[config.mk]
export PLATFORM = sky130hd
export DESIGN_NAME = stpg_sqrt_cell
export DESIGN_NICKNAME = d
export VERILOG_FILES = /design/src/design/stpg_pkg.sv /design/src/design/stpg_sqrt_cell.sv
export SDC_FILE = /design/constraint.sdc
export NUM_CORES = 1
export LEC_CHECK = 0
export ABC_AREA = 1
export BUFFER_PORTS_ARGS = -buffer_cell sky130_fd_sc_hd__buf_2
export CAP_MARGIN = 25
export CORE_MARGIN = 3
export CORE_UTILIZATION = 43
export CTS_BUF_LIST = sky130_fd_sc_hd__clkbuf_8
export CTS_CLUSTER_SIZE = 28
export DETAILED_ROUTE_END_ITERATION = 6
export GPL_TIMING_DRIVEN = 0
export PLACE_DENSITY = 0.77
export REMOVE_ABC_BUFFERS = 1
export SYNTH_ARGS = -nofsm -noshare
export SYNTH_HDL_FRONTEND = slang
export SYNTH_SLANG_ARGS = --single-unit
[constraint.sdc]
create_clock -name i_clk -period 2.9 [get_ports i_clk]
set_input_delay 0.29 -clock i_clk [delete_from_list [all_inputs] [get_ports i_clk]]
set_output_delay 0.29 -clock i_clk [all_outputs]
set_load 0.02 [all_outputs]
[src/design/stpg_pkg.sv]
// ----------------------------------------------------------------------------
// stpg_pkg
// Shared constants and types for the shape texture pixel generator.
// ----------------------------------------------------------------------------
package stpg_pkg;

    localparam int COORD_BITS_DEF = 10;

    localparam logic [1:0] MODE_CIRCLE  = 2'd0;
    localparam logic [1:0] MODE_DCIRCLE = 2'd1;
    localparam logic [1:0] MODE_TRI     = 2'd2;
    localparam logic [1:0] MODE_DTRI    = 2'd3;

    localparam logic [2:0] REG_MODE    = 3'd0;
    localparam logic [2:0] REG_TEX_W   = 3'd1;
    localparam logic [2:0] REG_INNER_W = 3'd2;
    localparam logic [2:0] REG_OUTER   = 3'd3;
    localparam logic [2:0] REG_INNER   = 3'd4;

    localparam int TEX_W_RST   = 64;
    localparam int INNER_W_RST = 32;

    typedef struct packed {
        logic valid;
        logic in_w;
        logic in_n;
        logic tri_o;
        logic tri_i;
    } t_flags;

endpackage

[src/design/stpg_sqrt_cell.sv]
// ----------------------------------------------------------------------------
// stpg_sqrt_cell
// One digit step of the integer square root chain.
// ----------------------------------------------------------------------------
module stpg_sqrt_cell #(
    parameter int VW = 38,
    parameter int RW = 21,
    parameter int IW = 20
) (
    input  logic                 i_clk,
    input  logic                 i_rst_n,
    input  stpg_pkg::t_flags     i_flags,
    input  logic [IW-1:0]        i_idx,
    input  logic [VW-1:0]        i_v,
    input  logic [RW-1:0]        i_r,
    input  logic [RW-3:0]        i_q,
    output stpg_pkg::t_flags     o_flags,
    output logic [IW-1:0]        o_idx,
    output logic [VW-1:0]        o_v,
    output logic [RW-1:0]        o_r,
    output logic [RW-3:0]        o_q
);
    import stpg_pkg::*;

    t_flags          r_flags;
    logic [IW-1:0]   r_idx;
    logic [VW-1:0]   r_v;
    logic [RW-1:0]   r_r;
    logic [RW-3:0]   r_q;
    logic [RW-1:0]   sh;
    logic [RW-1:0]   trial;
    logic            ge;

    assign sh    = {i_r[RW-3:0], i_v[VW-1:VW-2]};
    assign trial = {i_q, 2'b01};
    assign ge    = (sh >= trial);

    always_ff @(posedge i_clk) begin
        if (!i_rst_n) begin
            r_flags.valid <= 1'b0;
        end else begin
            r_flags.valid <= i_flags.valid;
        end
        r_flags.in_w  <= i_flags.in_w;
        r_flags.in_n  <= i_flags.in_n;
        r_flags.tri_o <= i_flags.tri_o;
        r_flags.tri_i <= i_flags.tri_i;
        r_idx <= i_idx;
        r_v   <= {i_v[VW-3:0], 2'b00};
        r_r   <= ge ? (sh - trial) : sh;
        r_q   <= {i_q[RW-4:0], ge};
    end

    assign o_flags = r_flags;
    assign o_idx   = r_idx;
    assign o_v     = r_v;
    assign o_r     = r_r;
    assign o_q     = r_q;
endmodule

After elaboration in Yosys (flattened, before gate mapping):

Cells that the tools add are included.

* mux-type cells: 1
* $lt $le $gt $ge: 1
* add/subtract/negate cells: 1

Operators with widths (count)
* 21-bit greater-or-equal comparator: 1
* 21-bit two-way mux: 1
* 21-bit subtractor: 1

* input bits: 105
* output and inout bits: 103
* word-level logic and storage cells: 12
* bits in registers: 101

Longest topological paths before layout:

Gate-level depths: netlist of the first run.

* word-level depth: 2
* mapped depth: 14

Worst setup path after synthesis of the first run:

Ideal clock, no wire load.

* kind: input port to flip-flop
* start: in i_q[18]
* end: reg r_r[8] (netlist: o_r[8])
* path buffers: 1
* required time: 2.787 ns
* stages: 11
* arrival time: 1.534 ns
* path slack: 1.253 ns
* path through: inv_1 -> ha_1 -> nand2_2 -> inv_1 -> nand2_1 -> nand2_1 -> a21oi_1 -> nand4_4 -> buf_12 -> nand2_1 -> nand2_1

* word-level cells in the longest chain between the ends: 2

RTL lines
* from (decl): RTL line stpg_sqrt_cell.sv:16 `input logic [RW-3:0] i_q,`
* 21-bit greater-or-equal comparator: RTL line stpg_sqrt_cell.sv:36 `assign ge = (sh >= trial);`
* 21-bit two-way mux: RTL line stpg_sqrt_cell.sv:50 `r_r <= ge ? (sh - trial) : sh;`
* to (signal assigned): RTL line stpg_sqrt_cell.sv:50
* to (decl): RTL line stpg_sqrt_cell.sv:28 `logic [RW-1:0] r_r;`

No other way between the ends.
A chain may end at the register's enable or synchronous reset.

Worst setup path in the final report of the first run:

* start: in i_q[9]
* end: reg r_r[8] (netlist: o_r[8])

The elaborated chain is that of the path after synthesis.

==> results.py, run 1 <==
metrics = {
    "outcome": {
        "outcome": "finished clean",
    },
    "yosys": {
        "syn_area_mm2": 0.00399,
        "ys.flop_type": "dfxtp_1",
        "synth_area_leaders": "dfxtp_1, nand2_1, inv_1",
        "ys_types": 29,
        "yosys.area.top_type_share": 0.506,
        "yosys-top-cells-count": "nand2_1, dfxtp_1, inv_1",
        "synth_edf_count": 0,
        "synth.most_common_cell": "nand2_1",
        "syn_avg_cell_area_um2": 8.25,
        "ys_seq_elements": 101,
        "ys_seq_area_frac": 0.506,
        "yosys.area.top_type": "dfxtp_1",
        "synthCells": 484,
        "synth_warnings": 0,
        "ys_async_sr_fraction": 0,
    },
    "drt": {
        "maxUsedRoutingLayer": "met5",
        "drt-met1-wl_mm": 5.07,
        "via_per_inst": 4.67,
        "drcViolationCount": 0,
        "route.met3.wl_um": 878,
        "drt-total-wl_mm": 13.0,
        "wl_met2_mm": 6.67,
        "drtPass1Iterations": 4,
        "ant_nets": 0,
        "vias": 3959,
        "wl_per_cell_um": 15.3,
        "drt-initial-drc-count": 148,
    },
    "place": {
        "placed_area_mm2": 0.00508,
        "place_congestion": 0.836,
        "dp.cells": 788,
        "dp_hpwl_mm": 9.38,
        "port-buffer-count": 203,
    },
    "layout": {
        "area_growth_pct": 43.2,
        "layout.nets": 859,
        "fin_cells": 848,
        "design_area_mm2": 0.00572,
        "drive_gt1_frac": 0.341,
        "multi_input_area_mm2": 0.00161,
        "nFillCells": 755,
        "seqCellArea_mm2": 0.00202,
    },
    "die": {
        "die_h_um": 102,
        "core_area_mm2": 0.00889,
        "start_util": 0.449,
        "die_area_mm2": 0.0105,
        "die_w_um": 102,
        "io_pins": 208,
        "std_cell_rows": 34,
    },
    "clock_network": {
        "root_buffer": "clkbuf_8",
        "clockBufferDepth": 2,
        "cts_sinks": 101,
        "cts_tree": "built",
        "post_cts_buffers": 0,
        "cts_buffers": 9,
        "htreeDepth": 3,
        "clkTransAtPathRegs_ns": 0.13,
    },
    "timing": {
        "final-max-slew-violation-count": 0,
        "final.setup.tns_ns": 0,
        "setup_violations": 0,
        "period_needed_ns": 2.00,
        "period_share": 0.690,
        "rsz0062_at_grt": "false",
        "hold_viol": 0,
        "worst_pin_slew_ns": 0.899,
        "fmax_ghz": 0.500,
        "relSlewSlack": 0.400,
        "worst_hold_slack_ns": 0.0214,
    },
    "hold_path": {
        "hold_path.class": "input port to flip-flop",
        "whs_endpoint": "o_q[3]$_DFF_P_",
        "hp-start": "i_q[2]",
        "whs_path_depth": 1,
    },
    "power_and_ir_drop": {
        "peakVddDrop_v": 0.000241,
        "pwr-share-seq": 0.467,
        "power_leakage_nw": 3.18,
        "p_sw_mw": 1.12,
        "sw_frac_of_total": 0.342,
        "power_density_mw_per_mm2": 571,
        "pwr-share-comb": 0.245,
        "p_int_mw": 2.15,
        "clock_power_share": 0.288,
    },
    "global_routing": {
        "grt_usage": 0.219,
        "grt_pass1_wl_mm": 17.4,
        "grt_overflow": 0,
        "antenna_found_initial": 2,
        "grt_pass1_vias": 3579,
        "grt_max_degree": 24,
    },
    "critical_path": {
        "worstPathRequired_ns": 3.21,
        "worstSetupStartpointType": "input port",
        "arrival_ns": 2.31,
        "critPathMaxFanout": 20,
        "worstSetupPathType": "input port to flip-flop",
        "cp-end-kind": "flip-flop",
    },
    "run": {
        "cap_violations": 0,
    },
}
metal layers:
metal	track usage	up-vias
li1	-	1977
met1	0.235	1816
met2	0.408	140
met3	0.0580	24
met4	0.0848	2
met5	0	-
registers in the layout, summed over array words and instances (netlist names):
name,cells
o_r,21
o_idx,20
o_v,36
o_flags,5
o_q,19
kinds of logic after synthesis:
kind of cell | synth area share
compound gates | 0.0254
flops | 0.506
buf+inv | 0.0915
other cells | 0.000939
simple gates | 0.288
fa+ha+maj | 0.0658
xor+xnor | 0.0219
worst max-delay path by stage:
stage               cells after the start  slack [ns]    from         endpoint
finish                                 12        0.90  i_q[9]   o_r[8]$_DFF_P_
global route                           12        0.67  i_q[9]  o_r[13]$_DFF_P_
CTS                                    14        0.90  i_q[6]   o_r[8]$_DFF_P_
detailed placement                     14        0.52  i_q[6]   o_r[4]$_DFF_P_
global placement                       10        0.18  i_r[8]  o_r[19]$_DFF_P_
floorplan                              10        0.92  i_q[9]  o_r[11]$_DFF_P_
cells in the final DEF (no fill, tap or decap), types with 2 or more instances in the layout:
cell type | Yosys | routed
dfxtp_1 | 101 | 101
nand3_1 | 36 | 36
clkinv_4 | 0 | 2
nor2_1 | 20 | 19
diode_2 | 0 | 2
clkbuf_8 | 0 | 9
o21ai_0 | 2 | 2
nor2_4 | 2 | 2
nor3_1 | 2 | 2
buf_2 | 3 | 203
conb_1 | 1 | 2
nand3_2 | 10 | 10
o21bai_1 | 3 | 3
xor2_1 | 9 | 9
inv_1 | 77 | 77
clkinv_8 | 0 | 3
nand4_1 | 3 | 3
a21oi_1 | 12 | 12
nor2_2 | 5 | 6
nand2_2 | 11 | 11
ha_1 | 21 | 21
nand3b_1 | 6 | 6
dlygate4sd3_1 | 0 | 42
nand2_1 | 148 | 148
critical path, stage by stage:
cell     delay, ns
buf_2         0.09
inv_1         0.04
ha_1          0.32
nand2_1       0.17
inv_1         0.10
a21oi_2       0.16
nand2_1       0.08
inv_1         0.07
nand2_1       0.07
nand2_1       0.64
nand3_1       0.17
nand2_1       0.11
timing repair:
item                                    4_1_cts  5_1_grt
endpoints found under the setup margin        0        0
hold endpoints to repair                      7       35
gates resized for setup                       0        0
hold buffers                                  7       35
stage by stage:
| step | setup WS (ns) | total power, mW | utilization |
|---|---|---|---|
| 2_1_floorplan | 0.918 | 2.03 | - |
| 3_3_place_gp | 0.179 | 2.29 | 0.571 |
| 3_5_place_dp | 0.519 | 2.30 | 0.571 |
| 4_1_cts | 0.896 | 3.24 | 0.603 |
| 5_1_grt | 0.666 | 3.42 | 0.643 |
| 6_report | 0.900 | 3.27 | 0.643 |
area by class of cell:
cell class	count	share of cell area
antenna	2	0.000875
clock buffer	9	0.0217
clock inverter	7	0.0160
inverter	78	0.0512
multi-input combinational	298	0.282
sequential	101	0.354
tap	108	0.0236
timing repair buffer	245	0.251
power groups by stage:
stage                     sequential [mW]  combinational [mW]  clock [mW]
after global routing                 1.54               0.876        1.01
after detailed placement             1.56               0.749           0
final                                1.53               0.800       0.941
after floorplan                      1.71               0.322           0
after CTS                            1.52               0.761       0.960
after global placement               1.55               0.740           0
No activity file was read; power rests on OpenSTA's default activity.
==> run 2, diff against run 1 <==
Settings changed: ABC_AREA 1 to 0, PLACE_DENSITY 0.77 to 0.79.
Clock period 2.9 ns to 2.05 ns, I/O delays scaled along.
==> run 2 against run 1 <==
  * Combinational power rose by 50%
  * Non-clock buffer count up 43
  * Sequential cell count is the same
  * Global-route usage increased by 4.0 points
  * Utilization is 8.4 points higher
  * Largest cell class unchanged
  * Critical path type unchanged
  * Highest routed layer is now met4
  * Critical path depth shrank 2
  * Wire length fell by 1.0%
  * Clock-buffer cell count unchanged
  * Die area is 8.2% lower
  * Critical endpoint is now o_r[19]$_DFF_P_
==> results.py, run 2 <==
metrics = {
    "outcome": {
        "outcome": "finished clean",
    },
    "die": {
        "std_cell_rows": 32,
        "start_util": 0.458,
        "die_w_um": 98.1,
        "core_area_mm2": 0.00797,
        "die_h_um": 98.1,
        "die_area_mm2": 0.00962,
        "io_pins": 208,
    },
    "yosys": {
        "yosys.area.top_type": "dfxtp_1",
        "ys_seq_area_frac": 0.554,
        "ys_types": 52,
        "syn_area_mm2": 0.00365,
        "synthCells": 325,
        "syn_avg_cell_area_um2": 11.2,
        "ys.flop_type": "dfxtp_1",
        "synth.most_common_cell": "dfxtp_1",
        "yosys-top-cells-count": "dfxtp_1, inv_1, ha_1",
        "synth_warnings": 0,
        "yosys.area.top_type_share": 0.554,
        "ys_seq_elements": 101,
        "ys_async_sr_fraction": 0,
        "synth_edf_count": 0,
        "synth_area_leaders": "dfxtp_1, ha_1, mux2_4",
    },
    "clock_network": {
        "htreeDepth": 3,
        "cts_buffers": 9,
        "clockBufferDepth": 2,
        "clkTransAtPathRegs_ns": 0.12,
        "cts_sinks": 101,
        "cts_tree": "built",
        "root_buffer": "clkbuf_8",
    },
    "drt": {
        "wl_met2_mm": 6.53,
        "maxUsedRoutingLayer": "met4",
        "via_per_inst": 5.01,
        "ant_nets": 0,
        "route.met3.wl_mm": 1.01,
        "drcViolationCount": 0,
        "wl_per_cell_um": 17.9,
        "drt-met1-wl_mm": 4.96,
        "vias": 3595,
        "drt-total-wl_mm": 12.9,
        "drt-initial-drc-count": 128,
        "drtPass1Iterations": 5,
    },
    "layout": {
        "final_common_cell": "buf_2",
        "design_area_mm2": 0.00579,
        "largest_reg_flops": 36,
        "area_growth_pct": 58.8,
        "nFillCells": 539,
        "fin_cells": 718,
        "drive_gt1_frac": 0.417,
        "final_cell_mix": "buf_2, dfxtp_1, dlygate4sd3_1, inv_1, nand2_1",
        "layout.nets": 737,
        "diodes": 0,
    },
    "critical_path": {
        "critPathMaxFanout": 14,
        "worstSetupPathType": "input port to flip-flop",
        "worstSetupStartpointType": "input port",
        "worstPathRequired_ns": 2.29,
        "arrival_ns": 2.24,
        "cp-end-kind": "flip-flop",
    },
    "timing": {
        "final-max-slew-violation-count": 0,
        "final.setup.tns_ns": 0,
        "period_needed_ns": 1.99,
        "fin_ws_ns": 0.0552,
        "worst_pin_slew_ns": 0.506,
        "period_share": 0.973,
        "setup_violations": 0,
        "fmax_ghz": 0.501,
        "relSlewSlack": 0.659,
        "hold_viol": 0,
    },
    "run": {
        "cap_violations": 0,
    },
    "place": {
        "pre_cts_ws_ns": -0.796,
        "place_congestion": 0.894,
        "port-buffer-count": 203,
        "dp_hpwl_mm": 8.43,
        "placed_area_mm2": 0.00468,
        "dp.cells": 617,
    },
    "global_routing": {
        "antenna_found_initial": 0,
        "grt_max_degree": 21,
        "grt_pass1_wl_mm": 19.9,
        "grt_overflow": 0,
        "grt_usage": 0.259,
        "grt_pass1_vias": 3579,
    },
    "hold_path": {
        "hold_path.class": "input port to flip-flop",
    },
    "power_and_ir_drop": {
        "power_leakage_nw": 2.82,
        "power_density_mw_per_mm2": 797,
        "power_mw": 4.62,
        "peakVddDrop_v": 0.000384,
    },
}
## run 2: layout make-up
class,count,area [µm²],area share
clock buffer,9,124,0.0214
clock inverter,7,78.8,0.0136
inverter,27,114,0.0197
multi-input combinational,184,1480,0.255
sequential,101,2020,0.349
tap,102,128,0.0220
timing repair buffer,288,1850,0.319
## run 2: through the flow
step / hold slack, ns / util
CTS: 0.0286 / 0.714
global route: 0.0266 / 0.727
detailed placement: 0.309 / 0.587
floorplan: 0.233 / -
finish: 0.0531 / 0.727
global placement: 0.307 / 0.587
## run 2: worst max-delay path, stage by stage
cell      delay [ns]
buf_2           0.10
inv_1           0.05
ha_1            0.33
a21oi_1         0.22
o211ai_1        0.15
a21oi_2         0.24
o21a_4          0.25
o21a_4          0.23
clkinv_8        0.13
mux2_4          0.31
## run 2: logic make-up (layout without fill, tap and decap cells)
| group | count (synthesis) | after routing | synth area share |
|---|---|---|---|
| AOI/OAI and AO/OA | 79 | 79 | 0.155 |
| xor gates and xnor gates | 13 | 13 | 0.0312 |
| adders and majority gates | 21 | 21 | 0.0720 |
| buffers and inverters | 41 | 331 | 0.0604 |
| DFF | 101 | 101 | 0.554 |
| muxes | 14 | 14 | 0.0494 |
| other | 1 | 2 | 0.00103 |
| and+or+nand+nor | 55 | 55 | 0.0765 |
## run 2: path summary, 6_finish.rpt
kind | endpoint | start | cells after the start
setup / recovery | o_r[19]$_DFF_P_ | i_q[8] | 10
hold / removal | o_flags[4]$_SDFF_PN0_ | i_flags[4] | 2
## run 2: layer usage
layer	vias up	global-route usage
met2	198	0.466
met4	0	0.0820
met3	30	0.0657
li1	1697	-
met5	-	0
met1	1670	0.301
## run 2: repair_timing
action | in CTS | in global routing
gates resized for setup | 6 | 11
hold buffers | 78 | 0
hold endpoints to repair | 78 | 0
pin swaps | 1 | 3
setup buffers | 1 | 6
endpoints found under the setup margin | 22 | 12
## run 2: power breakdown
part           total, mW  switching [mW]  leakage [nW]  internal, mW
combinational       1.20           0.659          1.87         0.538
sequential          2.17          0.0438         0.852          2.12
clock               1.25           0.772        0.0950         0.481
total               4.62            1.47          2.82          3.14
==> run 3, diff against run 2 <==
Settings changed: CORE_UTILIZATION 43 to 34, CTS_CLUSTER_SIZE 28 to 10, PLACE_DENSITY 0.79 to unset.
==> run 3 against run 2 <==
  * Non-clock buffer count did not move
  * Die area rose by 25%
  * Worst setup slack lost 0.042 ns
  * Sequential share of layout area hardly changed
  * Via count fell by 4.3%
  * Wire length shrank 8.7%
  * Power shrank 2.3%
  * Global-route usage is 7.5 points lower
==> results.py, run 3 (same netlist as run 2, synthesis figures left out) <==
metrics = {
    "outcome": {
        "outcome": "finished clean",
    },
    "die": {
        "die_area_mm2": 0.0120,
        "start_util": 0.352,
        "die_w_um": 110,
        "core_area_mm2": 0.0104,
        "std_cell_rows": 37,
        "io_pins": 208,
        "die_h_um": 110,
    },
    "hold_path": {
        "whs_path_depth": 2,
        "hp-start": "i_flags[4]",
        "hold_path.class": "input port to flip-flop",
        "whs_endpoint": "o_flags[4]$_SDFF_PN0_",
    },
    "power_and_ir_drop": {
        "power_mw": 4.51,
        "power_density_mw_per_mm2": 779,
        "peakVddDrop_v": 0.000357,
        "power_leakage_nw": 2.82,
    },
    "critical_path": {
        "cpLargestDelayFamily": "compound AO/OA/AOI/OAI gates",
        "worstPathRequired_ns": 2.30,
        "critPathMaxStageDelay_ns": 0.37,
        "worstSetupStartpointType": "input port",
        "cpMaxStageDelayCell": "ha_1",
        "critPathMaxFanout": 14,
        "cp-end-kind": "flip-flop",
        "cp_common_cell": "o21a_4",
        "critPathBufInv": 3,
        "worstSetupPathType": "input port to flip-flop",
        "arrival_ns": 2.29,
        "path_cells": "buf_2 -> inv_1 -> ha_1 -> a21oi_1 -> o211ai_1 -> a21oi_2 -> o21a_4 -> o21a_4 -> clkinv_8 -> mux2_4",
    },
    "place": {
        "place_congestion": 0.868,
        "pre_cts_ws_ns": -0.862,
        "port-buffer-count": 203,
        "dp_hpwl_mm": 8.49,
        "placed_area_mm2": 0.00472,
        "dp.cells": 651,
    },
    "timing": {
        "rsz0062_at_grt": "false",
        "final-max-slew-violation-count": 0,
        "setup_violations": 0,
        "fin_ws_ns": 0.0130,
        "period_needed_ns": 2.04,
        "period_share": 0.994,
        "hold_viol": 0,
        "fmax_ghz": 0.491,
    },
    "clock_network": {
        "clockBufferDepth": 2,
        "clkTransAtPathRegs_ns": 0.10,
        "htreeDepth": 3,
        "cts_sinks": 101,
        "cts_buffers": 9,
        "cts_tree": "built",
        "root_buffer": "clkbuf_8",
    },
    "layout": {
        "fin_cells": 753,
        "final_cell_mix": "buf_2, dfxtp_1, dlygate4sd3_1, inv_1, nand2_1",
        "layout.nets": 737,
        "largest_reg_flops": 36,
        "drive_gt1_frac": 0.416,
        "design_area_mm2": 0.00579,
        "nFillCells": 907,
        "fin_util": 0.558,
        "final_common_cell": "buf_2",
        "area_growth_pct": 58.7,
    },
    "global_routing": {
        "grt_overflow": 0,
        "grt_pass1_wl_mm": 17.0,
        "grt_max_degree": 19,
        "grt_usage": 0.185,
        "antenna_found_initial": 5,
        "grt_pass1_vias": 3386,
    },
    "drt": {
        "wl_per_cell_um": 15.6,
        "ant_nets": 0,
        "vias": 3441,
        "drt-total-wl_mm": 11.8,
        "via_per_inst": 4.57,
        "drtPass1Iterations": 4,
        "drt-initial-drc-count": 187,
        "drcViolationCount": 0,
    },
    "run": {
        "cap_violations": 0,
    },
}
-- run 3: changes by cell type in the layout (fill, tap and decap cells not counted), sizes merged --
cell,before,now
clkinvlp,2,0
clkinv,4,5
diode,0,2
-- run 3: worst max path at each step --
stage	from	to	slack [ns]	cells past startpoint
2_1_floorplan	i_q[6]	o_r[11]$_DFF_P_	-0.21	9
3_3_place_gp	i_q[8]	o_r[11]$_DFF_P_	-0.84	10
3_5_place_dp	i_q[6]	o_r[19]$_DFF_P_	-0.86	10
4_1_cts	i_q[12]	o_r[2]$_DFF_P_	0.01	10
5_1_grt	i_q[14]	o_r[2]$_DFF_P_	0.008	10
6_report	i_q[4]	o_r[13]$_DFF_P_	0.01	10
-- run 3: cell type report --
cell class	instances	area [µm²]	share of cell area
clock buffer	9	124	0.0214
inverter	27	114	0.0197
multi-input combinational	184	1450	0.250
timing repair buffer	288	1850	0.319
antenna	2	5.00	0.000865
clock inverter	6	57.6	0.00994
tap	136	170	0.0294
sequential	101	2020	0.349
-- run 3: routing by layer --
layer | routed length (µm) | GRT usage
met2 | 5810 | 0.329
met1 | 4590 | 0.203
met3 | 1100 | 0.0664
met4 | 212 | 0.0606
met5 | 34 | 0
-- run 3: report_power, final --
group,total (mW),switching (mW),internal [mW]
Clock,1.18,0.718,0.461
Sequential,2.16,0.0375,2.12
Combinational,1.17,0.640,0.531
Total,4.51,1.40,3.11
-- run 3: repair_timing --
item / 4_1_cts / 5_1_grt
resized for setup: 8 / 6
setup buffers: 1 / 6
endpoints found under the hold margin: 78 / 0
endpoints found under the setup margin: 22 / 11
pin swaps: 1 / 2
hold buffers: 78 / 0
-- run 3: through the flow --
| step | setup TNS [ns] | hold slack (ns) |
|---|---|---|
| after detailed placement | -15.67 | 0.309 |
| final | 0 | 0.0485 |
| after floorplan | -2.37 | 0.233 |
| after CTS | 0 | 0.0287 |
| after global routing | 0 | 0.0263 |
| after global placement | -15.26 | 0.308 |
