File: src/design/stpg_pkg.sv
// ----------------------------------------------------------------------------
// stpg_pkg
// Shared constants and types for the shape texture pixel generator.
// ----------------------------------------------------------------------------
package stpg_pkg;

    localparam int COORD_BITS_DEF = 10;

    localparam logic [1:0] MODE_CIRCLE  = 2'd0;
    localparam logic [1:0] MODE_DCIRCLE = 2'd1;
    localparam logic [1:0] MODE_TRI     = 2'd2;
    localparam logic [1:0] MODE_DTRI    = 2'd3;

    localparam logic [2:0] REG_MODE    = 3'd0;
    localparam logic [2:0] REG_TEX_W   = 3'd1;
    localparam logic [2:0] REG_INNER_W = 3'd2;
    localparam logic [2:0] REG_OUTER   = 3'd3;
    localparam logic [2:0] REG_INNER   = 3'd4;

    localparam int TEX_W_RST   = 64;
    localparam int INNER_W_RST = 32;

    typedef struct packed {
        logic valid;
        logic in_w;
        logic in_n;
        logic tri_o;
        logic tri_i;
    } t_flags;

endpackage

File: src/design/stpg_div_cell.sv
// ----------------------------------------------------------------------------
// stpg_div_cell
// One quotient bit step of the restoring divider chain.
// ----------------------------------------------------------------------------
module stpg_div_cell #(
    parameter int DW = 27,
    parameter int NW = 11,
    parameter int IW = 20
) (
    input  logic                 i_clk,
    input  logic                 i_rst_n,
    input  logic [NW-1:0]        i_n,
    input  stpg_pkg::t_flags     i_flags,
    input  logic [IW-1:0]        i_idx,
    input  logic [DW-1:0]        i_d,
    input  logic [NW:0]          i_rem,
    input  logic [DW-1:0]        i_q,
    output stpg_pkg::t_flags     o_flags,
    output logic [IW-1:0]        o_idx,
    output logic [DW-1:0]        o_d,
    output logic [NW:0]          o_rem,
    output logic [DW-1:0]        o_q
);
    import stpg_pkg::*;

    t_flags          r_flags;
    logic [IW-1:0]   r_idx;
    logic [DW-1:0]   r_d;
    logic [NW:0]     r_rem;
    logic [DW-1:0]   r_q;
    logic [NW:0]     sh;
    logic            ge;

    assign sh = {i_rem[NW-1:0], i_d[DW-1]};
    assign ge = (sh >= {1'b0, i_n});

    always_ff @(posedge i_clk) begin
        if (!i_rst_n) begin
            r_flags.valid <= 1'b0;
        end else begin
            r_flags.valid <= i_flags.valid;
        end
        r_flags.in_w  <= i_flags.in_w;
        r_flags.in_n  <= i_flags.in_n;
        r_flags.tri_o <= i_flags.tri_o;
        r_flags.tri_i <= i_flags.tri_i;
        r_idx <= i_idx;
        r_d   <= {i_d[DW-2:0], 1'b0};
        r_rem <= ge ? (sh - {1'b0, i_n}) : sh;
        r_q   <= {i_q[DW-2:0], ge};
    end

    assign o_flags = r_flags;
    assign o_idx   = r_idx;
    assign o_d     = r_d;
    assign o_rem   = r_rem;
    assign o_q     = r_q;
endmodule

File: config.mk
export PLATFORM = sky130hd
export DESIGN_NAME = stpg_div_cell
export DESIGN_NICKNAME = d
export VERILOG_FILES = /design/src/design/stpg_pkg.sv /design/src/design/stpg_div_cell.sv
export SDC_FILE = /design/constraint.sdc
export NUM_CORES = 1
export LEC_CHECK = 0
export ABC_AREA = 0
export BUFFER_PORTS_ARGS = -buffer_cell sky130_fd_sc_hd__buf_2
export CAP_MARGIN = 40
export CORE_MARGIN = 2
export CORE_UTILIZATION = 45
export CTS_BUF_LIST = sky130_fd_sc_hd__clkbuf_8
export DETAILED_ROUTE_END_ITERATION = 10
export PLACE_DENSITY = 0.92
export SLEW_MARGIN = 10
export SYNTH_ARGS = -nofsm -noshare
export SYNTH_HDL_FRONTEND = slang
export SYNTH_SLANG_ARGS = --single-unit
File: constraint.sdc
create_clock -name i_clk -period 4.8 [get_ports i_clk]
set_input_delay 0.48 -clock i_clk [delete_from_list [all_inputs] [get_ports i_clk]]
set_output_delay 0.48 -clock i_clk [all_outputs]
set_load 0.01 [all_outputs]
# Word-level counts from Yosys, hierarchy flattened
# Index checks and enable logic that the tools add are counted.
op_classes:
  addsub: 1
  order_cmp: 1
  mux: 1
ops:
  columns: ["operator", "count"]
  rows:
  - ["12-bit by 11-bit greater-or-equal comparator with 1-bit output", 1]
  - ["12-bit two-way mux", 1]
  - ["12-bit by 11-bit subtractor with 12-bit output", 1]
word_totals:
  word_cells: 12
  out_inout_bits: 91
  in_bits: 104
  register_bits: 90

# Longest topological paths before layout
# Gate-level depths: netlist of run 1.
depth:
  word_depth: 2
  mapped_depth: 10
  mapped_depth_nobuf: 9

# Least setup slack after synthesis of run 1
# No wires, ideal clock.
synth_path:
  path_type: "input to register"
  start: "input i_d[26]"
  end: "register r_rem[3], in the netlist o_rem[3]"
  cell_stages: 9
  arrival_ns: 2.181
  setup_time_ns: 0.121
  path_slack_ns: 2.497
  t_required_ns: 4.679
  path_buffers: 0
  cell_sequence: "inv_1 > ha_1 > fa_1 > nand2b_1 > a21oi_2 > a2bb2oi_4 > nor2_8 > inv_6 > mux2_4"
synth_via:
  elab_chain_len: 2
  elab_cells_between_ends: 3
  classes_between: "add/sub (1); order compare (1); mux (1)"
synth_lines:
  columns: ["element", "line_no", "text"]
  rows:
  - ["from (decl)", "stpg_div_cell.sv:15", "input logic [DW-1:0] i_d,"]
  - ["12-bit by 11-bit greater-or-equal comparator with 1-bit output", "stpg_div_cell.sv:35", "assign ge = (sh >= {1'b0, i_n});"]
  - ["net ge", "stpg_div_cell.sv:32", "logic ge;"]
  - ["12-bit two-way mux", "stpg_div_cell.sv:49", "r_rem <= ge ? (sh - {1'b0, i_n}) : sh;"]
  - ["to (signal assigned)", "stpg_div_cell.sv:49", null]
  - ["to (decl)", "stpg_div_cell.sv:29", "logic [NW:0] r_rem;"]
# The timed path passes the listed nets, and every way through them passes these cells.
# A chain may end at the register's enable or synchronous reset.

# Worst setup path after layout of run 1
# Same ends and word-level chain as after synthesis.

==> results of run 1 <==
-- layout make-up --
class / count / area share [%]
Sequential cell: 90 / 46.0
Timing Repair Buffer: 191 / 24.4
Multi-Input combinational cell: 107 / 21.1
Clock buffer: 9 / 3.16
Tap cell: 75 / 2.40
Inverter: 15 / 1.56
Clock inverter: 6 / 1.31
Antenna cell: 1 / 0.0639
-- kinds of logic (layout without fill, tap and decap cells) --
kind of cell / count (synthesis) / count (layout) / synth area share [%]
AOI/OAI and AO/OA: 40 / 40 / 11.0
xor gates and xnor gates: 3 / 3 / 0.967
adders and majority gates: 12 / 12 / 5.80
buffers and inverters: 18 / 221 / 3.22
DFF: 90 / 90 / 66.3
muxes: 5 / 5 / 2.44
other: 1 / 2 / 0.138
and+or+nand+nor: 46 / 46 / 10.1
-- worst paths after layout --
check                      end  slack, ns  cells past startpoint
worst max-delay path  o_rem[3]       2.52                     10
worst min-delay path  o_idx[7]       0.22                      1
-- layer usage --
metal	routed length, microns	vias up
li1	-	1136
met1	2680	1049
met2	4090	105
met3	856	10
met4	165	0
met5	0	-
-- sequential cells by signal, summed over array words and instances (netlist names) --
name and flops:
o_d 26, o_idx 20, o_rem 12, o_flags 5
o_q 27
-- cell usage in the layout, fill, tap and decap left out, drive strengths merged, types with 2 or more instances in the layout --
master / Yosys / routed
dfxtp: 90 / 90
mux2: 4 / 4
nand3: 7 / 7
nor3: 7 / 7
nand2b: 2 / 2
buf: 3 / 191
inv: 15 / 17
clkinvlp: 0 / 3
nand3b: 2 / 2
o21ai: 4 / 4
and3: 2 / 2
o211ai: 2 / 2
and2: 3 / 3
nor2b: 3 / 3
o31ai: 3 / 3
a21oi: 18 / 18
nand2: 8 / 8
nor2: 8 / 8
o31a: 2 / 2
xor2: 2 / 2
nand4: 2 / 2
clkbuf: 0 / 9
o21a: 3 / 3
ha: 11 / 11
-- where the power goes --
group          leakage, nW  internal [mW]  switching, mW
logic                 1.15          0.123          0.143
clock network       0.0799          0.191          0.273
registers            0.759          0.803         0.0135
-- worst max-delay path: cells and delay by family --
family	cells	cell delay (ns)
adders and majority gates	2	0.63
AOI/OAI and AO/OA	2	0.57
muxes	1	0.30
and+or+nand+nor	2	0.29
buffers and inverters	3	0.24
-- per-stage QoR --
step | cells | hold slack, ns | power (mW) | cell area (sq um)
final | 494 | 0.220 | 1.55 | 3920
after global routing | 493 | 0.200 | 1.62 | 3920
after CTS | 493 | 0.207 | 1.56 | 3920
after detailed placement | 478 | 0.584 | 1.10 | 3740
after global placement | 478 | 0.582 | 1.09 | 3740
after floorplan | 215 | 0.508 | 0.979 | 2720
==> results.txt, run 1 <==
The layout filler cell count came out at 465. The number of placement rows came out at 28. The final weighted congestion of routability-driven global placement is 0.849.

The quantity of gates resized following cts is 0. The number of global-route vias before repair came out at 2246. For the worst setup path, the data arrival time is 2.53 ns. The number of antenna violations at the first check in global routing was 1. The post-route netlist has ~53% of its cells at a drive strength greater than 1.

After detailed routing, the total wire length is ~7800 microns. The required time of the critical path is 5.04 ns. The run finished with clean final reports. The met2 track utilization from global routing came out at between 40% and 50%.

At the end of the flow, the number of nets in the layout was 530. TritonCTS built the clock tree. Setup repair after global routing left no endpoint under its margin. The tree is rooted in a sky130_fd_sc_hd__clkbuf_8. The number of library cell types mapped by synthesis is 46. The die footprint is around 6700 sq um. sky130_fd_sc_hd__dfxtp_1 takes more of the synthesized area than any other cell. Across all setup checks in the final design, the least slack found is 2.52 ns. The chip width is 81.7 microns.

The synthesized netlist occupies a cell area of 2720 sq um. For this run the aggregate overflow at the end of global routing stands at 0. Dividing total power by cell area gives a power density of 395 nW/um^2. The fraction of registers with async set or reset after synthesis came out at 0%. The largest net degree at the start of global routing came out at 17. Among all stages on the critical path, the largest delay is contributed by sky130_fd_sc_hd__fa_1.

The most common flop cell mapped by yosys is sky130_fd_sc_hd__dfxtp_1. The clock passes through at most 2 buffers. The wire length of the first global-routing pass came out at 11000 microns. The final number of hold-violating endpoints came out at 0.

In the final layout, the multi-input gates occupy roughly 830 sq um. The number of flops mapped to enable cells by yosys came out at 0. The height of the die came out at 81.7 microns. The met3 usage in global routing is 9.56%. The path type of the worst setup path is input port to flip-flop.

The synthesized design devotes to its leading area cell type about two thirds of total area. The total number of yosys warnings came out at 0. The post-synthesis instance total came out at 215. The period utilization is 47.6%. After synthesis, the mean cell area works out to ~13 sq um. The launch point of the worst hold path is i_idx[7]. The post-synthesis net count came out at ~330.

The top-level port count is 195. The number of levels in the clock H-tree came out at 3. The TritonCTS buffer count came out at 9. The count of state elements after synthesis is 90. The signal on the critical path passes through buf_2 -> inv_1 -> ha_1 -> fa_1 -> nand2b_1 -> a21oi_2 -> a2bb2oi_4 -> nor2_8 -> inv_6 -> mux2_4. The most repeated cell in the gate-level netlist after synthesis is sky130_fd_sc_hd__dfxtp_1. The count of nets left with antenna violations once routing finished came out at 0. The final count of negative-setup-slack endpoints came out at 0. The met1 routing resource usage after global routing is 22.5%. The global routing's busiest layer is met2.

The path class of the tightest hold or removal check is input port to flip-flop. The total via count after detailed routing is 2300. In the routed design, unresolved DRC markers number 0.

After clock tree synthesis, the flow added hold-fix buffers numbering 0. In the post-synthesis netlist, the biggest area contributors are sky130_fd_sc_hd__dfxtp_1 (66%), sky130_fd_sc_hd__ha_1 (5.1%), sky130_fd_sc_hd__a21oi_1 (2.6%). Sequential elements use 66.3% of the synthesized area. The detailed-routing iteration count for the pre-antenna-repair pass is 4.

The clock edge transition at the registers on the reported setup and hold paths is 0.09 ns. In this run the standard cell core region covers 5890 sq um. The area growth from synthesis to layout is 44.2%. The max-cap violation count is 0.

The critical path's largest stage delay came out at ~0.42 ns. The worst setup path is captured at a flip-flop. In the synthesized netlist, the cells that appear most often are sky130_fd_sc_hd__dfxtp_1 (90), sky130_fd_sc_hd__a21oi_1 (14), sky130_fd_sc_hd__inv_1 (14), sky130_fd_sc_hd__ha_1 (11), sky130_fd_sc_hd__nand2_1 (8). Setup total negative slack on the finished layout was measured at 0 ns.

The clock period could shrink to between 2 and 2.5 ns. The detailed-route vias per instance came out at 4.66. In this run the worst path has a maximum fanout of 9. The leakage power of the design is 1.99 nW. Cells fill 66.6% of the core in the end. Before CTS, the worst setup slack after placement is 2.16 ns. The detailed-route wire length per cell is ~16 microns. The DRC marker count from the first detailed-route iteration came out at 68. The worst setup path startpoint is i_d[26]. The number of pins exceeding their max-slew limit in the final report is 0. The clock sink count came out at 90. For this configuration, the core starts out at a cell density of between 40% and 50%. The number of buffers inserted by port buffering is 191. The area taken by flip-flops and latches came out at 1800 sq um. The overall routing resource usage came out at 22.9%. IR analysis of the VDD net gives a maximum drop of 0.271 mV. STA classifies the critical path startpoint as an input port.

The HPWL after detailed placement is between 6000 and 7000 microns. Once the clock tree was built, the setup fixing pass inserted 0 buffers. Static timing analysis puts the maximum clock frequency at approximately 0.44 GHz.
No activity file was read; power rests on OpenSTA's default activity.
==> inputs of run 2 (changes only) <==
--- a/config.mk
+++ b/config.mk
@@ -5,14 +5,14 @@
 export SDC_FILE = /design/constraint.sdc
 export NUM_CORES = 1
 export LEC_CHECK = 0
-export ABC_AREA = 0
+export ABC_AREA = 1
 export BUFFER_PORTS_ARGS = -buffer_cell sky130_fd_sc_hd__buf_2
 export CAP_MARGIN = 40
 export CORE_MARGIN = 2
-export CORE_UTILIZATION = 45
+export CORE_UTILIZATION = 38
 export CTS_BUF_LIST = sky130_fd_sc_hd__clkbuf_8
 export DETAILED_ROUTE_END_ITERATION = 10
-export PLACE_DENSITY = 0.92
+export PLACE_DENSITY = 0.82
 export SLEW_MARGIN = 10
 export SYNTH_ARGS = -nofsm -noshare
 export SYNTH_HDL_FRONTEND = slang
==> constraint.sdc (replaced) <==
create_clock -name i_clk -period 1.9 [get_ports i_clk]
set_input_delay 0.19 -clock i_clk [delete_from_list [all_inputs] [get_ports i_clk]]
set_output_delay 0.19 -clock i_clk [all_outputs]
set_load 0.01 [all_outputs]
==> results.txt, run 2 <==
Overall power consumption after layout is estimated at 4.02 mW. The most used flip-flop cell after synthesis is sky130_fd_sc_hd__dfxtp_1. The worst supply voltage drop on vdd is 0.417 mV.

The overall routing resource usage came out at 26.0%. Of all flip-flops after synthesis, the portion carrying an async set or reset was 0%. For this design, the slowest cell found on the critical path is sky130_fd_sc_hd__fa_1.

The combined buffer and inverter count along the critical path came out at 3. The max-cap violation count came out at 0. The flip-flop count of the largest register, all copies and words added is 27.

The quantity of gates resized following cts is 0. The placement-stage cell area came out at 3940 sq um. Synthesis inferred 90 register bits. The critical path runs through a total of 11 cells.

The post-synthesis cell area is 2860 sq um. In the final timing run, aggregate negative setup slack is 0 ns. TritonCTS built the clock tree. The area of the core region is 7250 sq um. The post-synthesis instance total is 278.

In this run the remaining antenna-violating nets after routing total 0. The cell repeated most along the worst path is sky130_fd_sc_hd__nand3_2. The post-DP HPWL came out at roughly 6700 microns. The run finished with clean final reports.

The final critical path takes up 72.8% of the cycle. The area growth from synthesis to layout came out at 70.7%. The arrival time at the worst endpoint came out at around 1.7 ns. The element type at the critical path end is a flip-flop.

The total via count after detailed routing came out at 2957. The biggest fanout along the worst timing path came out at 5. The final weighted congestion of routability-driven global placement came out at about 0.88. Sorting the synthesized cells by how often they occur yields sky130_fd_sc_hd__dfxtp_1 (90), sky130_fd_sc_hd__nand2_1 (63), sky130_fd_sc_hd__inv_1 (42), sky130_fd_sc_hd__ha_1 (11).

The number of library cell types mapped by synthesis came out at 27. The leakage power of the design is 2.58 nW. The residual DRC count is 0. The core occupancy in the finished layout came out at 67.2%. Synthesis produced a netlist with a net count of 394. The TritonCTS buffer count came out at 9. The first detailed-routing pass took 4 iterations. The highest achievable clock rate is 0.723 GHz. Leaving out fill and tap cells, the most frequent cells in the layout are sky130_fd_sc_hd__buf_2 (191), sky130_fd_sc_hd__dfxtp_1 (90), sky130_fd_sc_hd__dlygate4sd3_1 (76). The critical path goes through buf_2 -> ha_1 -> fa_1 -> inv_1 -> nand3_1 -> nand3_2 -> nand2_4 -> nand4_4 -> buf_4 -> nand3_2 -> nand2_1. STA classifies the critical path startpoint as an input port. The critical path's largest stage delay is 0.41 ns. Of all cell types, the one taking the most synthesized area is sky130_fd_sc_hd__dfxtp_1.

Broken down by cell family, the worst path's largest delay share belongs to adder cells. Setup repair after global routing left no endpoint under its margin. The DRC marker count from the first detailed-route iteration came out at 58. The clock sink count came out at 90. Final hold analysis gives a worst-case slack of 0.0687 ns. The chip width is 90.7 microns. The largest net degree at the start of global routing is 17. The wire length of the first global-routing pass is 16500 microns. In this run the worst hold path is classified as input port to flip-flop. Setup violations remaining at the end of the flow were counted as 0. The die covers 8230 sq um. The detailed-route vias per instance is 4.48. The repair_antennas step left the layout with diodes totalling 0.

After synthesis, the cell types taking the most area are sky130_fd_sc_hd__dfxtp_1 (63%), sky130_fd_sc_hd__nand2_1 (8.3%), sky130_fd_sc_hd__inv_1 (5.5%). The effective utilization at floorplan came out at 39.4%. The path type of the worst setup path is input port to flip-flop.

The number of placement rows came out at 31. The post-synthesis average cell area is 10.3 sq um. Port buffering added between 150 and 200 buffers. Global routing finished with a remaining overflow of 0. The most repeated cell in the gate-level netlist after synthesis is sky130_fd_sc_hd__dfxtp_1. The maximum clock path buffer count came out at 2. The net total in the final layout came out at 672. The number of antenna violations at the first check in global routing is 0.

Dividing total power by cell area gives a power density of 824 nW/um^2. The H-tree generated during clock tree synthesis spans 3 levels. The number of stages on the worst hold path is 3. The final design area excluding fillers came out at 4880 sq um.

The sequential-to-total area share from yosys stat came out at 63.0%. The number of flops mapped to enable cells by yosys is 0. The minimum period implied by the final worst setup slack is approximately 1.4 ns. The total number of yosys warnings is 0.

Leaving out fill and tap cells, the most frequent cell in the layout is sky130_fd_sc_hd__buf_2. STA puts the critical path data required time at 2.18 ns. The detailed-route wire length per cell is about 16 microns. The final number of hold-violating endpoints came out at 0. In this run the clock root is driven by a sky130_fd_sc_hd__clkbuf_8.

In the final layout, the share of cells above drive strength 1 is 41.7%. The clock edge transition at the registers on the reported setup and hold paths came out at 0.10 ns. The number of global-route vias before repair is 3085. The height of the die is approximately 90 microns.

195 I/O pins were placed. The share of the synthesized area in the top cell type is 63.0%. The number of pins exceeding their max-slew limit in the final report came to 0.

The total routed wirelength came out at ~11000 microns.
[run 2: changes by cell type in the layout (fill, tap and decap cells not counted), sizes merged, moves of 3 or more]
| cell | change |
|---|---|
| nand4 | +8 |
| nor2 | +5 |
| nand2 | +62 |
| nand3 | +10 |
| buf | +3 |
| nor3 | -7 |
| a21oi | -14 |
| dlygate4sd3 | +76 |
| o31ai | -3 |
| o21a | -3 |
| inv | +30 |
| mux2 | -4 |
| nor2b | -3 |
[run 2: kinds of logic after synthesis]
| family | synth area share (%) |
|---|---|
| other | 0.131 |
| adders and majority gates | 5.52 |
| AOI/OAI and AO/OA | 2.01 |
| xor gates and xnor gates | 0.920 |
| DFF | 63.0 |
| and+or+nand+nor | 21.5 |
| buffers and inverters | 6.92 |
[run 2: through the flow]
step	worst slack, ns	instances
floorplan	0.331	278
global placement	0.188	568
detailed placement	0.162	568
CTS	0.541	660
global route	0.417	660
finish	0.516	660
[run 2: final timing paths]
kind | endpoint | from | slack, ns
worst max-delay path | o_rem[7] | i_n[0] | 0.52
worst min-delay path | o_flags[4] | i_rst_n | 0.07
[run 2: cell type report]
cell class | count | area [sq um]
clock buffer | 9 | 124
clock inverter | 7 | 52.6
fill | 520 | 2380
inverter | 44 | 165
multi-input combinational | 141 | 858
sequential | 90 | 1800
tap | 99 | 124
timing repair buffer | 270 | 1750
[run 2: report_power, final]
part / internal, mW / switching, mW / leakage [nW] / total (mW)
registers: 2.02 / 0.0377 / 0.759 / 2.06
clock network: 0.483 / 0.684 / 0.0837 / 1.17
logic: 0.387 / 0.407 / 1.74 / 0.794
[run 2: per-layer routing]
metal  vias to the layer above  wire length, microns  GRT usage, %
li1                       1409                     -             -
met1                      1366                  3960          27.0
met2                       140                  5520          46.8
met3                        42                   767          7.76
met4                         0                   527          14.1
met5                         -                     0             0
[run 2: repair_timing]
item | CTS | global route
setup endpoints to repair | 0 | 0
endpoints found under the hold margin | 76 | 0
hold buffers | 76 | 0
buffers inserted | 0 | 0
==> inputs of run 3 (changes only) <==
--- a/config.mk
+++ b/config.mk
@@ -9,10 +9,10 @@
 export BUFFER_PORTS_ARGS = -buffer_cell sky130_fd_sc_hd__buf_2
 export CAP_MARGIN = 40
 export CORE_MARGIN = 2
-export CORE_UTILIZATION = 38
+export CORE_UTILIZATION = 42
 export CTS_BUF_LIST = sky130_fd_sc_hd__clkbuf_8
 export DETAILED_ROUTE_END_ITERATION = 10
-export PLACE_DENSITY = 0.82
+export PLACE_DENSITY = 0.86
 export SLEW_MARGIN = 10
 export SYNTH_ARGS = -nofsm -noshare
 export SYNTH_HDL_FRONTEND = slang
==> constraint.sdc (replaced) <==
create_clock -name i_clk -period 1.3 [get_ports i_clk]
set_input_delay 0.13 -clock i_clk [delete_from_list [all_inputs] [get_ports i_clk]]
set_output_delay 0.13 -clock i_clk [all_outputs]
set_load 0.01 [all_outputs]
==> results.txt, run 3 (synthesis results as in run 2) <==
The run finished with clean final reports. At the worst endpoint, the required time is 1.56 ns. The number of global-route vias before repair is around 3500. In the layout the commonest cells are sky130_fd_sc_hd__buf_2 (190), sky130_fd_sc_hd__dfxtp_1 (90), sky130_fd_sc_hd__dlygate4sd3_1 (78).

The period utilization came out at a little over nine tenths. In this run the power density over the cells is 1230 nW/um^2. Clock tree synthesis selected as its root buffer the cell sky130_fd_sc_hd__clkbuf_8. The number of placement rows is 30. The tightest min-delay check is of the input port to flip-flop type. The final count of negative-setup-slack endpoints is 0. For this configuration, the core starts out at a cell density of 42.8%. Traced cell by cell, the critical path runs through buf_2 -> inv_1 -> ha_1 -> buf_4 -> nand2_1 -> nand3_1 -> nand2_1 -> nand3b_1 -> nand3_2 -> nand2_1.

The final weighted congestion of routability-driven global placement is 0.868. The area taken by flip-flops and latches came out at between 1500 and 2000 sq um. The worst supply voltage drop on vdd came out at just under 0.8 mV. The residual overflow from global routing is 0. In this run the worst path has a maximum fanout of 4. The max-cap violation count came out at 0. The area of the core region is 6680 sq um.

The number of levels in the clock H-tree came out at 3. The setup TNS is 0 ns. The layout filler cell count came out at 398. Dividing the detail-routed via count by the number of cells gives 4.76. The number of antenna violations at the first check in global routing came to 2.

The wire length of the first global-routing pass came out at 18300 microns. Of the cells placed in the final design, the portion with a size suffix greater than 1 is 46.4%. The DRC marker count from the first detailed-route iteration is around 170.

Setup repair after global routing left no endpoint under its margin. The number of pins exceeding their max-slew limit in the final report came out at 0. The height of the die is 86.5 microns. Among the stages of the critical path, the cell type that occurs most often is sky130_fd_sc_hd__nand2_1. The area growth from synthesis to layout is 83.0%. The HPWL after detailed placement is 7050 microns. The net total in the final layout came out at just over 700. The worst setup path is launched from an input port. The flip-flop count of the largest register, all copies and words added is 27. The final number of hold-violating endpoints is 0.

The element type at the critical path end is a flip-flop. The critical path's largest stage delay came out at 0.36 ns. The highest achievable clock rate is 0.805 GHz. The area taken by multi-input logic gates is slightly below 900 sq um. The number of buffers inserted by port buffering is 191. The top-level port count is 195.

The clock edge transition at the registers on the reported setup and hold paths is 0.09 ns. The die covers 7480 sq um. The worst path needs around 1.2 ns of the cycle, external delays included. The residual DRC count came out at 0.

No sink is reached through more buffers than the 2 on the longest clock path. The arrival time at the worst endpoint came out at 1.50 ns. The overall routing resource usage is 33.0%. The leakage power of the design is 2.78 nW. The largest net degree at the start of global routing came out at 17.

The CTS tree is built. The total via count after detailed routing came out at ~3200. The path type of the worst setup path is input port to flip-flop. Clock tree synthesis inserted a total of 9 buffers. The number of nets still failing antenna checks after routing came out at 0. Leaving out fill and tap cells, the most frequent cell in the layout is sky130_fd_sc_hd__buf_2.

The detailed-route wire length per cell came out at roughly 18 microns. The detailed-routing iteration count for the pre-antenna-repair pass is 7. The largest individual stage delay along the critical path comes from the cell sky130_fd_sc_hd__ha_1.

The final hold slack came out at 0.0191 ns. Measured along the x axis, the die boundary spans 86.5 microns. The clock sink count is 90. The total routed wirelength is 12400 microns.
[run 3: cell count changes in the layout (fill, tap and decap cells not counted), sizes merged]
cell	delta
clkbuf	+1
clkinv	-1
buf	+36
diode	+1
bufinv	+1
dlygate4sd3	+2
clkinvlp	-1
[run 3: worst paths after layout]
check / from / to / slack (ns) / depth (start not counted)
max: i_n[2] / o_rem[7] / 0.06 / 10
min: i_rem[2] / o_rem[3] / 0.02 / 3
[run 3: power by group]
group / internal [mW] / leakage (nW) / switching (mW) / total [mW]
clock: 0.962 / 0.0999 / 1.07 / 2.03
combinational: 0.686 / 1.92 / 0.677 / 1.36
sequential: 2.96 / 0.759 / 0.0671 / 3.02
[run 3: layer usage]
metal | part of all wire (%) | track usage [%] | vias up
met5 | 0 | 0 | -
met2 | 50 | 57.6 | 198
met1 | 36 | 34.2 | 1492
met3 | 8.6 | 10.9 | 57
li1 | - | - | 1490
met4 | 5.3 | 19.6 | 0
[run 3: layout make-up]
| class | count | area share (%) |
|---|---|---|
| Multi-Input combinational cell | 141 | 17.0 |
| Clock inverter | 6 | 1.36 |
| Timing Repair Buffer | 308 | 39.2 |
| Clock buffer | 10 | 2.63 |
| Tap cell | 80 | 1.91 |
| Sequential cell | 90 | 34.4 |
| Inverter | 44 | 3.40 |
| Antenna cell | 1 | 0.0478 |
[run 3: worst max-delay path, delay by kind of cell]
| kind | cells | cell delay [ns] |
|---|---|---|
| buffers and inverters | 3 | 0.27 |
| adders and majority gates | 1 | 0.36 |
| and+or+nand+nor | 6 | 0.74 |
[run 3: per-stage QoR]
| step | utilization (%) | setup WS, ns | cells | power, mW | instance area, sq um |
|---|---|---|---|---|---|
| after floorplan | - | -0.119 | 278 | 3.59 | 2900 |
| after global placement | 62.6 | -0.371 | 580 | 4.11 | 4180 |
| after detailed placement | 62.6 | -0.452 | 580 | 4.14 | 4180 |
| after CTS | 77.9 | 0.0136 | 677 | 6.29 | 5200 |
| after global routing | 78.3 | 0.00590 | 680 | 6.64 | 5230 |
| final | 78.3 | 0.0573 | 680 | 6.41 | 5230 |
[run 3: what timing repair did]
| action | 4_1_cts | 5_1_grt |
|---|---|---|
| gates resized for setup | 0 | 4 |
| pin swaps | 1 | 2 |
| setup endpoints to repair | 6 | 12 |
| hold buffers | 78 | 0 |
| buffers inserted | 3 | 2 |
| hold endpoints to repair | 77 | 0 |
